===== config.mk =====
export PLATFORM = sky130hd
export DESIGN_NAME = sgsl_div
export DESIGN_NICKNAME = d
export VERILOG_FILES = /design/src/design/speech_gain_soft_limiter_assert.svh /design/src/design/sgsl_pkg.sv /design/src/design/sgsl_div.sv
export SDC_FILE = /design/constraint.sdc
export NUM_CORES = 1
export LEC_CHECK = 0
export ABC_AREA = 1
export BUFFER_PORTS_ARGS = -buffer_cell sky130_fd_sc_hd__buf_2
export CORE_MARGIN = 4
export CORE_UTILIZATION = 40
export DETAILED_ROUTE_END_ITERATION = 10
export HOLD_SLACK_MARGIN = 0.08
export PLACE_DENSITY_LB_ADDON = 0.12
export SYNTH_ARGS = -nofsm -noshare
export SYNTH_HDL_FRONTEND = slang
export SYNTH_SLANG_ARGS = --single-unit

===== constraint.sdc =====
create_clock -name clk -period 2.2 [get_ports clk]
set_input_delay 0.44 -clock clk [delete_from_list [all_inputs] [get_ports clk]]
set_output_delay 0.44 -clock clk [all_outputs]
set_load 0.05 [all_outputs]

===== src/design/speech_gain_soft_limiter_assert.svh =====
// ----------------------------------------------------------------------------
// speech_gain_soft_limiter assertion macros
// Concurrent assertion helpers, clocked on clk and disabled under arst_n.
// ----------------------------------------------------------------------------
`ifndef SPEECH_GAIN_SOFT_LIMITER_ASSERT_SVH
`define SPEECH_GAIN_SOFT_LIMITER_ASSERT_SVH

// same-cycle implication
`define SGSL_ASSERT_IMP(lbl, ante, cons, msg) \
	lbl: assert property (@(posedge clk) disable iff (!arst_n) (ante) |-> (cons)) \
		else $error(msg);

// next-cycle implication
`define SGSL_ASSERT_NXT(lbl, ante, cons, msg) \
	lbl: assert property (@(posedge clk) disable iff (!arst_n) (ante) |=> (cons)) \
		else $error(msg);

`endif


===== src/design/sgsl_pkg.sv =====
// ----------------------------------------------------------------------------
// sgsl_pkg
// Types, constants and the gain table of the speech gain soft limiter.
// ----------------------------------------------------------------------------
package sgsl_pkg;

	localparam int MAG_W   = 16;  // |sample|, up to 32768
	localparam int AMP_W   = 17;  // amplified magnitude
	localparam int GAIN_W  = 18;  // Q16 gain
	localparam int PROD_W  = AMP_W + GAIN_W;
	localparam int OUT_W   = 15;  // limited magnitude
	localparam int NUM_W   = 29;  // headroom * excess
	localparam int DEN_W   = 17;  // excess + headroom
	localparam int QUO_W   = 12;  // quotient stays below headroom
	localparam int GDB_W   = 4;
	localparam int COUNT_WIDTH_DEF = 16;

	localparam logic [AMP_W-1:0]  KNEE       = AMP_W'(29490);
	localparam logic [AMP_W-1:0]  FULL_SCALE = AMP_W'(32767);
	localparam logic [AMP_W-1:0]  HEADROOM   = FULL_SCALE - KNEE;
	localparam logic [PROD_W-1:0] ROUND_HALF = PROD_W'(32768);
	localparam int                FRAC_W     = 16;
	localparam logic [GDB_W-1:0]  GAIN_MAX_DB = GDB_W'(12);

	typedef struct packed {
		logic signed [15:0] sample_in;
		logic               frame_last;
	} sgsl_in_t;

	typedef struct packed {
		logic signed [15:0] sample_out;
		logic [15:0]        input_peak;
		logic [16:0]        pre_limit_peak;
		logic [14:0]        final_peak;
		logic [15:0]        overrange_count;
		logic [15:0]        limited_count;
		logic [15:0]        processed_count;
		logic               frame_done;
	} sgsl_out_t;

	typedef struct packed {
		logic [GDB_W-1:0] gain_db;
	} sgsl_cfg_t;

	typedef struct packed {
		logic busy;
		logic done;
	} sgsl_div_stat_t;

	typedef enum logic [2:0] {
		ST_IDLE,
		ST_MUL,
		ST_AMP,
		ST_CHK,
		ST_NUM,
		ST_DIVS,
		ST_DIV,
		ST_DONE
	} sgsl_state_t;

	// Q16 gain for 0..12 dB, codes above 12 saturate
	function automatic logic [GAIN_W-1:0] gain_lookup(input logic [GDB_W-1:0] db);
		logic [GAIN_W-1:0] g;
		unique case (db)
			4'd0:    g = GAIN_W'(65536);
			4'd1:    g = GAIN_W'(73533);
			4'd2:    g = GAIN_W'(82505);
			4'd3:    g = GAIN_W'(92572);
			4'd4:    g = GAIN_W'(103868);
			4'd5:    g = GAIN_W'(116541);
			4'd6:    g = GAIN_W'(130762);
			4'd7:    g = GAIN_W'(146717);
			4'd8:    g = GAIN_W'(164619);
			4'd9:    g = GAIN_W'(184706);
			4'd10:   g = GAIN_W'(207243);
			4'd11:   g = GAIN_W'(232531);
			default: g = GAIN_W'(260904);
		endcase
		return g;
	endfunction

endpackage


===== src/design/sgsl_div.sv =====
// ----------------------------------------------------------------------------
// sgsl_div
// Restoring divider, one quotient bit per cycle. Quotient must fit QUO_W.
// ----------------------------------------------------------------------------
module sgsl_div
	import sgsl_pkg::*;
#(
	parameter int N_W = NUM_W,
	parameter int D_W = DEN_W,
	parameter int Q_W = QUO_W
) (
	input  logic           clk,
	input  logic           arst_n,
	input  logic           start,
	input  logic [N_W-1:0] num,
	input  logic [D_W-1:0] den,
	output logic [Q_W-1:0] quotient,
	output sgsl_div_stat_t stat
);
	localparam int CNT_W = $clog2(Q_W + 1);

	logic [D_W-1:0]   rem_q;
	logic [D_W-1:0]   den_q;
	logic [Q_W-1:0]   shift_q;   // numerator low bits in, quotient bits out
	logic [CNT_W-1:0] cnt_q;
	logic             busy_q;
	logic             done_q;

	logic [D_W:0] cat;
	logic [D_W:0] diff;
	logic         ge;

	assign cat  = {rem_q, shift_q[Q_W-1]};
	assign ge   = cat >= {1'b0, den_q};
	assign diff = cat - {1'b0, den_q};

	always_ff @(posedge clk or negedge arst_n) begin
		if (!arst_n) begin
			busy_q <= 1'b0;
			done_q <= 1'b0;
			cnt_q  <= '0;
		end else begin
			done_q <= 1'b0;
			if (start) begin
				busy_q <= 1'b1;
				cnt_q  <= CNT_W'(Q_W);
			end else if (busy_q) begin
				cnt_q <= cnt_q - CNT_W'(1);
				if (cnt_q == CNT_W'(1)) begin
					busy_q <= 1'b0;
					done_q <= 1'b1;
				end
			end
		end
	end

	always_ff @(posedge clk) begin
		if (start) begin
			rem_q   <= D_W'(num[N_W-1:Q_W]);
			shift_q <= num[Q_W-1:0];
			den_q   <= den;
		end else if (busy_q) begin
			rem_q   <= ge ? diff[D_W-1:0] : cat[D_W-1:0];
			shift_q <= {shift_q[Q_W-2:0], ge};
		end
	end

	assign quotient  = shift_q;
	assign stat.busy = busy_q;
	assign stat.done = done_q;
endmodule


* Word level (Yosys, flattened, before mapping)
Cells that the tools add are included.
** Word-level totals
- Register bits :: 52
- Input bits :: 49
- Output and inout port bits :: 14
- Word-level logic and storage cells :: 24
** Operators by class
- Add/subtract/negate cells :: 2
- Magnitude comparators :: 1
- Eq/ne operators :: 1
- Muxes and demuxes :: 13
- Reduce and logical (&&, ||, !) cells :: 1
** Operators by type and width (count)
- two-way mux 17 bit :: 3
- two-way mux 12 bit :: 2
- >= comparator 18 x 17 -> 1 bit :: 1
- subtractor 17 bit :: 1
- two-way mux 4 bit :: 2
- two-way mux 1 bit :: 6
- == test 4 x 1 -> 1 bit (second input constant) :: 1
- subtractor 4 x 1 -> 4 bit (second input constant) :: 1
- nonzero test 2 bit :: 1

* Logic depth before layout (Yosys ltp)
Gate-level depths: netlist (run 1).
- Depth in word-level cells :: 4
- Mapped depth :: 14
- Gate-level depth less buffers :: 14

* Least setup slack after synthesis (run 1)
No wires, ideal clock.
- Path kind :: reg2reg
- Start :: reg shift_q[11], in the netlist quotient[11]
- End :: reg rem_q[7] (data pin)
- Setup time :: 0.254 ns
- Arrival :: 2.010 ns
- Required time :: 1.946 ns
- Setup slack :: -0.064 ns
- Cell stages (with the launch flop) :: 12
- Path buffers :: 1
- Period minus slack after synthesis :: 2.264 ns
- Cells stage by stage :: edfxtp_1 inv_1 ha_1 inv_1 fa_1 nand3_1 nand3_1 nand2_1 buf_2 nand3b_1 nand3_1 nand2_1
** On the way
- Longest elaborated chain between the ends :: 4
- Elaborated cells on any way between the ends :: 5
- Classes of those cells :: add/sub (1); order compare (1); mux (3)
** RTL lines
- start: declaration :: line sgsl_div.sv:24 : logic [Q_W-1:0] shift_q;
- start signal: assignment :: line sgsl_div.sv:60 : shift_q <= num[Q_W-1:0];
- start signal: assignment :: line sgsl_div.sv:64 : shift_q <= {shift_q[Q_W-2:0], ge};
- subtractor 17 bit / >= comparator 18 x 17 -> 1 bit (equally long branches) :: line sgsl_div.sv:35, sgsl_div.sv:34
- two-way mux 17 bit * :: line sgsl_div.sv:63 : rem_q <= ge ? diff[D_W-1:0] : cat[D_W-1:0];
- two-way mux 17 bit * :: line sgsl_div.sv:62 : end else if (busy_q) begin
- two-way mux 17 bit * :: line sgsl_div.sv:58 : if (start) begin
- end signal: assignment :: line sgsl_div.sv:59 : rem_q <= D_W'(num[N_W-1:Q_W]);
- end signal: assignment :: line sgsl_div.sv:63
- end: declaration :: line sgsl_div.sv:22 : logic [D_W-1:0] rem_q;
Every way passes the cells marked *; elsewhere a longest branch is shown, timed or not. The select of a mux whose other input is x is not followed.
A chain may end at the register's enable or synchronous reset.

* Worst setup path in the final report (run 1)
Same ends and word-level chain as after synthesis.

==> results of run 1 <==
-- registers in the layout, indices dropped and copies added, names as in the netlist --
signal / flops
cnt_q: 4
den_q: 17
done_q: 1
quotient: 12
rem_q: 17
busy_q: 1
-- logic make-up after synthesis --
group | synth area share (%)
AOI/OAI and AO/OA | 3.88
DFF | 44.8
buffers and inverters | 10.4
xor gates and xnor gates | 1.54
adders and majority gates | 7.54
and+or+nand+nor | 31.8
-- metal layers --
layer | GRT usage, % | vias up | part of all wire [%]
li1 | - | 1582 | -
met1 | 22.3 | 1400 | 45
met2 | 26.1 | 97 | 45
met3 | 4.17 | 16 | 7.5
met4 | 4.77 | 0 | 2.1
met5 | 0 | - | 0
-- where the power goes --
group / total [W] / switching [W] / internal [W]
logic: 0.00290 / 0.00169 / 0.00122
registers: 0.00150 / 0.000157 / 0.00134
clock network: 0.000594 / 0.000360 / 0.000234
-- synthesized netlist by cell type --
master / n / area, um^2
a21oi_1: 11 / 55.1
a31oi_1: 1 / 6.26
and2_1: 1 / 6.26
buf_2: 2 / 10.0
buf_4: 2 / 15.0
buf_6: 2 / 22.5
clkbuf_1: 6 / 22.5
clkinv_1: 1 / 3.75
dfrtp_1: 6 / 150
edfxtp_1: 46 / 1380
fa_1: 1 / 20.0
ha_1: 19 / 238
inv_1: 74 / 278
inv_2: 1 / 3.75
nand2_1: 180 / 676
nand2_2: 2 / 12.5
nand2_4: 1 / 11.3
nand3_1: 32 / 160
nand3b_1: 9 / 67.6
nand4_1: 2 / 12.5
nor2_1: 26 / 97.6
nor2_2: 2 / 12.5
nor3_1: 2 / 10.0
nor3_2: 1 / 10.0
nor4_1: 1 / 6.26
o21ai_0: 4 / 20.0
o21ai_1: 9 / 45.0
o22ai_1: 1 / 6.26
or2_1: 1 / 6.26
xnor2_1: 4 / 35.0
xor2_1: 2 / 17.5
-- worst max-delay path: cells and delay by family (launching register included) --
| kind | cells | cell delay (ps) |
|---|---|---|
| flip-flops | 1 | 410 |
| adder cells (fa/ha/maj) | 2 | 550 |
| buffers and inverters | 3 | 260 |
| AND/OR/NAND/NOR | 6 | 670 |
-- placed cells by master, fill, tap and decap left out, types with 5 or more instances in the layout --
cell	n
clkbuf_8	5
buf_4	18
nand2_1	172
nand2_2	8
buf_2	62
nand3_1	29
ha_1	9
o21ai_1	9
nor2_1	25
ha_4	9
nand3b_1	9
dfrtp_1	6
edfxtp_1	46
inv_1	72
a21oi_1	10
-- through the flow --
step	total power [W]	hold slack, ps
finish	0.00500	288
global route	0.00543	271
CTS	0.00456	281
detailed placement	0.00395	273
global placement	0.00394	272
floorplan	0.00331	144
-- cell type report --
cell class | instances | area (um^2) | area share, %
well taps | 105 | 131 | 3.04
multi-input cells | 313 | 1730 | 40.0
inverters | 76 | 285 | 6.60
clock buffers | 6 | 72.6 | 1.68
repair buffers | 86 | 556 | 12.8
clock inverters | 2 | 17.5 | 0.405
flip-flops and latches | 52 | 1530 | 35.4
-- final timing paths --
check | startpoint | end | slack (ps)
max | quotient[11] | rem_q[7] | 70
min | den[8] | den_q[8] | 290
max reg2reg | quotient[11] | rem_q[7] | 70
min reg2reg | cnt_q[3] | cnt_q[3] | 500
max in group asynchronous | arst_n | done_q | 1600
min in group asynchronous | arst_n | cnt_q[0] | 460
-- repair_timing --
item	in CTS	in global routing
buffers inserted	0	4
resized for setup	0	35
hold buffers	1	0
hold endpoints to repair	6	0
setup endpoints to repair	0	17
==> results, run 1 <==
- Including well taps, the total number of placed cells is 624.
- Synthesis produced 452 cells.
- The number of top-level design ports is 63.
- The global-route wire length before repair is 13.2 mm.
- The HPWL after detailed placement is 5.94 mm.
- The startpoint-to-endpoint class of the critical path is reg2reg.
- The share of cells above drive strength 1 is 23.6%.
- The count of pins over their slew limit was 0.
- The run finished with clean final reports.
- At the pin with the least slew margin, the transition time is 525 ps.
- The initial utilization of the core area, before any placement, comes to 41.4%.
- The total overflow left after global routing is 0.
- The final clock skew is 8.45 ps.
- Among all stages on the critical path, the largest delay is contributed by edfxtp_1.
- Each instance of the synthesized netlist takes up on average 7.56 um^2.
- In this run the worst path has a maximum fanout of 5.
- The synthesized netlist occupies a cell area of 0.00342 mm^2.
- The average routed wire per standard cell is 13.7 um.
- The global routing usage summed across all routing layers is 16.5%.
- At the end of the flow, the number of nets in the layout was 603.
- Compared with the post-synthesis result, the final layout area differs by 26.5%.
- The total negative setup slack is 0 ps.
- The count of inserted antenna diode cells is 0.
- The worst setup path is captured at a flip-flop.
- The worst slack at placement is 28.3 ps.
- Static timing analysis puts the maximum clock frequency at 470 MHz.
- Cells fill 52.4% of the core in the end.
- The number of max-cap violations is 0.
- The number of standard cells in the layout, taps in and fillers out is 640.
- The number of vias after detailed routing is 3095.
- The aggregate routed wire length is 8.74 mm.
- Sequential elements use 44.8% of the synthesized area.
- The number of failing hold endpoints at the final stage came to 0.
- The startpoint class of the critical path is a flip-flop.
- The number of clock buffers inserted by TritonCTS is 5.
- The number of placement rows is 33.
- The routability congestion estimate is 0.900.
- The latest clock arrival within the worst-skew pair is 320 ps.
- The first-pass iteration count of the detailed router is 5.
- The clock tree from TritonCTS is done.
- After layout, the worst path uses 96.8% of the clock period.
- The core footprint is 0.00826 mm^2.
- The TritonCTS sink count is 52.
- The analysis attributes to cell leakage a power of 2.26 nW.
- The maximum number of pins on one net before global-route repair is 49.
- The required time of the worst setup path is 2280 ps.
- The worst path setup slack after routing is 70.2 ps.
- The worst slew slack as a fraction of its limit is 65.0%.
- Synthesis produced a netlist with a net count of 521.
- The area of placed instances is 0.00394 mm^2.
- Setup violations remaining at the end of the flow were counted as 0.
- The ratio of total power to cell area is 1160 mW/mm^2.
- Setup repair after global routing could not meet its margin everywhere.
- After the first detailed-routing iteration, the DRC count stood at 259.
- The ratio of routed vias to standard cells is 4.84.
- In this design, the critical path's most frequently occurring cell is nand3_2.
- The vertical die dimension is 100 um.
- The number of distinct library cell variants in the gate-level netlist after synthesis is 31.
- The total of fill cells in the finished design is 792.
- The clock input transition at the sequential cells of the worst setup and hold paths is 110 ps.
- The H-tree was split into 2 levels.
- The number of warnings reported in the yosys synthesis log is 0.
- The post-route minimum period is 2130 ps.
- The initial antenna violation count is 0.
- The clock root buffer is clkbuf_8.
- The via count of the first global-routing pass was 2874.
- The worst-case IR drop observed on VDD is 0.383 mV.
- No sink is reached through more buffers than the 2 on the longest clock path.
- The final cell area excluding filler cells is 0.00433 mm^2.
- Port buffering added 62 buffers.
- Walking the worst path, the cells encountered are inv_1 -> ha_2 -> inv_2 -> fa_2 -> nand3_2 -> nand3_2 -> nand2_4 -> buf_8 -> nand3b_1 -> nand3_1 -> nand2_1.
- The class of the tightest hold or removal check is in2reg.
- In this run the horizontal extent of the chip is 100 um.
- For this run, design rule violations remaining after detail routing come to 0.
- Counting cells, the worst reg-to-reg path comes to 11.
- The hold path depth is 1.
- The post-route antenna net violation count is 0.
- Data on the critical path arrives at its endpoint at 2210 ps.
- The synthesized flop and latch total is 52.
- The die covers 0.0101 mm^2.
- The largest single stage delay on the critical path is 410 ps.
Power figures use the tool's default switching activity.
==> run 2, diff against run 1 <==
CORE_UTILIZATION = 56   (was 40)
==> run 2 against run 1 <==
  * Non-clock buffer count rose by 3
  * First-iteration DRC count rose by 22%
  * Clock power rose by 18%
  * Critical endpoint unchanged
  * Largest cell class unchanged
  * Largest power group unchanged
  * Highest routed layer unchanged
==> results, run 2 (synthesis gave the netlist of run 1 again) <==
- The flow ran to the end, and the final reports show no timing, DRC or antenna violations.
- The number of max-cap violations is 0.
- The port buffer count is 62.
- After detailed routing, the number of remaining DRC violations is 0.
- The post-route antenna net violation count is 0.
- The number of clock buffers inserted by TritonCTS is 5.
- The class of the tightest hold or removal check is in2reg.
- The cell type of the slowest stage on the worst timing path is edfxtp_1.
- Traced cell by cell, the critical path runs through ha_1 -> nand2_1 -> inv_1 -> nand2_1 -> inv_1 -> nand2_1 -> nand2_1 -> nor2_4 -> buf_8 -> nand3b_1 -> nand3_1 -> nand2_1.
- The cell family contributing the most delay on the critical path is simple AND/OR/NAND/NOR gates.
- The cell sitting at the root of the clock tree is a clkbuf_8.
- At the worst endpoint, the required time is 2270 ps.
- The ratio of routed vias to standard cells is 5.10.
- The detailed router finished its first iteration with 315 violations.
- The worst slew slack as a fraction of its limit is 64.5%.
- The nature of the critical path endpoint is a flip-flop.
- In this run the vertical extent of the chip is 86.1 um.
- The number of vias after detailed routing is 3130.
- The routed design has 8.64 mm of wire.
- The maximum level of the CTS H-tree is 2.
- The number of top-level design ports is 63.
- Entering global routing, the biggest net connects 49 pins.
- The post-route minimum period is 2160 ps.
- The clock tree from TritonCTS is done.
- The number of buffers and inverters on the critical path is 3.
- The static power due to leakage is 2.31 nW.
- STA classifies the critical path startpoint as a flip-flop.
- Relative to the synthesized area, the layout overhead comes to 29.2%.
- The longest clock path from root to sink contains 2 buffers.
- The post-route core utilization is 74.6%.
- At the pin with the least slew margin, the transition time is 533 ps.
- The number of antenna diodes in the final layout is 0.
- The sum of net half-perimeters after detailed placement is 5.71 mm.
- The minimum hold slack is 296 ps.
- Along the worst path, the maximum fanout reaches 5.
- The core footprint is 0.00592 mm^2.
- The worst slack at placement is 2.94 ps.
- The routability congestion estimate is 0.899.
- The worst path arrival time is 2230 ps.
- The most numerous cell on the critical path is nand2_1.
- The worst path setup slack after routing is 43.4 ps.
- The net total in the final layout is 607.
- The commonest non-fill, non-tap cell in the layout is nand2_1.
- For this configuration, the core starts out at a cell density of 57.7%.
- The initial antenna violation count is 0.
- The ratio of total power to cell area is 1200 mW/mm^2.
- The startpoint-to-endpoint class of the critical path is reg2reg.
- In the layout the commonest cells are nand2_1 (169), inv_1 (73), buf_2 (62).
- The first global-routing pass estimated 13.0 mm of wire.
- Timing would allow up to 464 MHz.
- Clock tree synthesis found a total of 52 sinks.
- After clock tree synthesis, the clock-pin slew on the worst setup and hold paths is 100 ps.
- The number of instances in the placed design is 594.
- The via count of the first global-routing pass is 2954.
- Global routing consumed, over all layers together, 22.2% of the routing resources.
- Clock skew on the completed layout was measured at 9.13 ps.
- The number of endpoints failing setup at the final stage is 0.
- In the final routed layout, each cell accounts on average for 14.1 um.
- The count of pins over their slew limit is 0.
- Measured along the x axis, the die boundary spans 86.1 um.
- The number of standard cells in the layout, taps in and fillers out is 614.
- Across the VDD grid, the largest voltage drop is 0.620 mV.
- The first-pass iteration count of the detailed router is 4.
- The full die area is 0.00742 mm^2.
- On the worst path, the slowest cell contributes a delay of 440 ps.
- Adding up every negative setup slack in the final design gives 0 ps.
- The latest clock arrival within the worst-skew pair is 310 ps.
- The number of failing hold endpoints at the final stage is 0.
- The share of cells above drive strength 1 is 26.5%.
- The number of placement rows is 28.
- Of the available clock period, the critical path in the final layout requires 98.0%.
- Setup repair after global routing could not meet its margin everywhere.
- The total overflow reported by the global router is 0.
==> run 2: cell types whose count changed in the layout (fill, tap and decap cells not counted), moves of 2 or more <==
cell | before | now
buf_4 | 18 | 20
clkbuf_16 | 2 | 4
inv_2 | 3 | 1
inv_6 | 2 | 0
nand2_1 | 172 | 169
nand2_2 | 8 | 11
nand3_1 | 29 | 26
nand3_2 | 3 | 5
nor2_1 | 25 | 17
nor2_2 | 2 | 9
==> run 2: final timing paths <==
check                       endpoint  cells past startpoint      start  slack [ps]
setup / recovery            rem_q[7]                     12  rem_q[13]          40
hold / removal             den_q[11]                      1    den[11]         300
hold reg to reg             cnt_q[3]                      1   cnt_q[3]         500
min in group asynchronous   cnt_q[1]                      2     arst_n         480
max in group asynchronous     busy_q                      2     arst_n        1580
setup reg to reg            rem_q[7]                     12  rem_q[13]          40
==> run 2: metrics by stage <==
step	instance area, um^2	power, W
floorplan	3430	0.00331
global route	4420	0.00571
CTS	4030	0.00465
detailed placement	3880	0.00393
finish	4420	0.00530
global placement	3880	0.00388
==> run 2: final cells by class <==
type | instances | area [um^2]
Inverter | 76 | 288
Timing Repair Buffer | 89 | 591
Tap cell | 75 | 93.8
Sequential cell | 52 | 1530
Clock buffer | 8 | 123
Multi-Input combinational cell | 314 | 1790
Fill cell | 459 | 1510
==> run 2: repair_timing <==
| action | CTS | global route |
|---|---|---|
| gates cloned | 0 | 4 |
| gates resized for setup | 2 | 49 |
| endpoints found under the hold margin | 6 | 0 |
| setup buffers | 1 | 6 |
| hold buffers | 1 | 0 |
| pin swaps | 0 | 21 |
| endpoints found under the setup margin | 3 | 17 |
==> run 2: power breakdown <==
part	leakage (nW)	total (W)	switching, W	internal (W)
combinational	1.70	0.00309	0.00180	0.00129
clock	0.0618	0.000701	0.000337	0.000364
sequential	0.548	0.00151	0.000162	0.00134
total	2.31	0.00530	0.00230	0.00300
==> run 2: metal layers <==
metal | up-vias | global-route usage, % | routed length [um]
met2 | 111 | 36.3 | 4090
met3 | 6 | 3.55 | 677
met1 | 1417 | 29.7 | 3790
li1 | 1596 | - | -
met5 | - | 0 | 0
met4 | 0 | 8.06 | 85
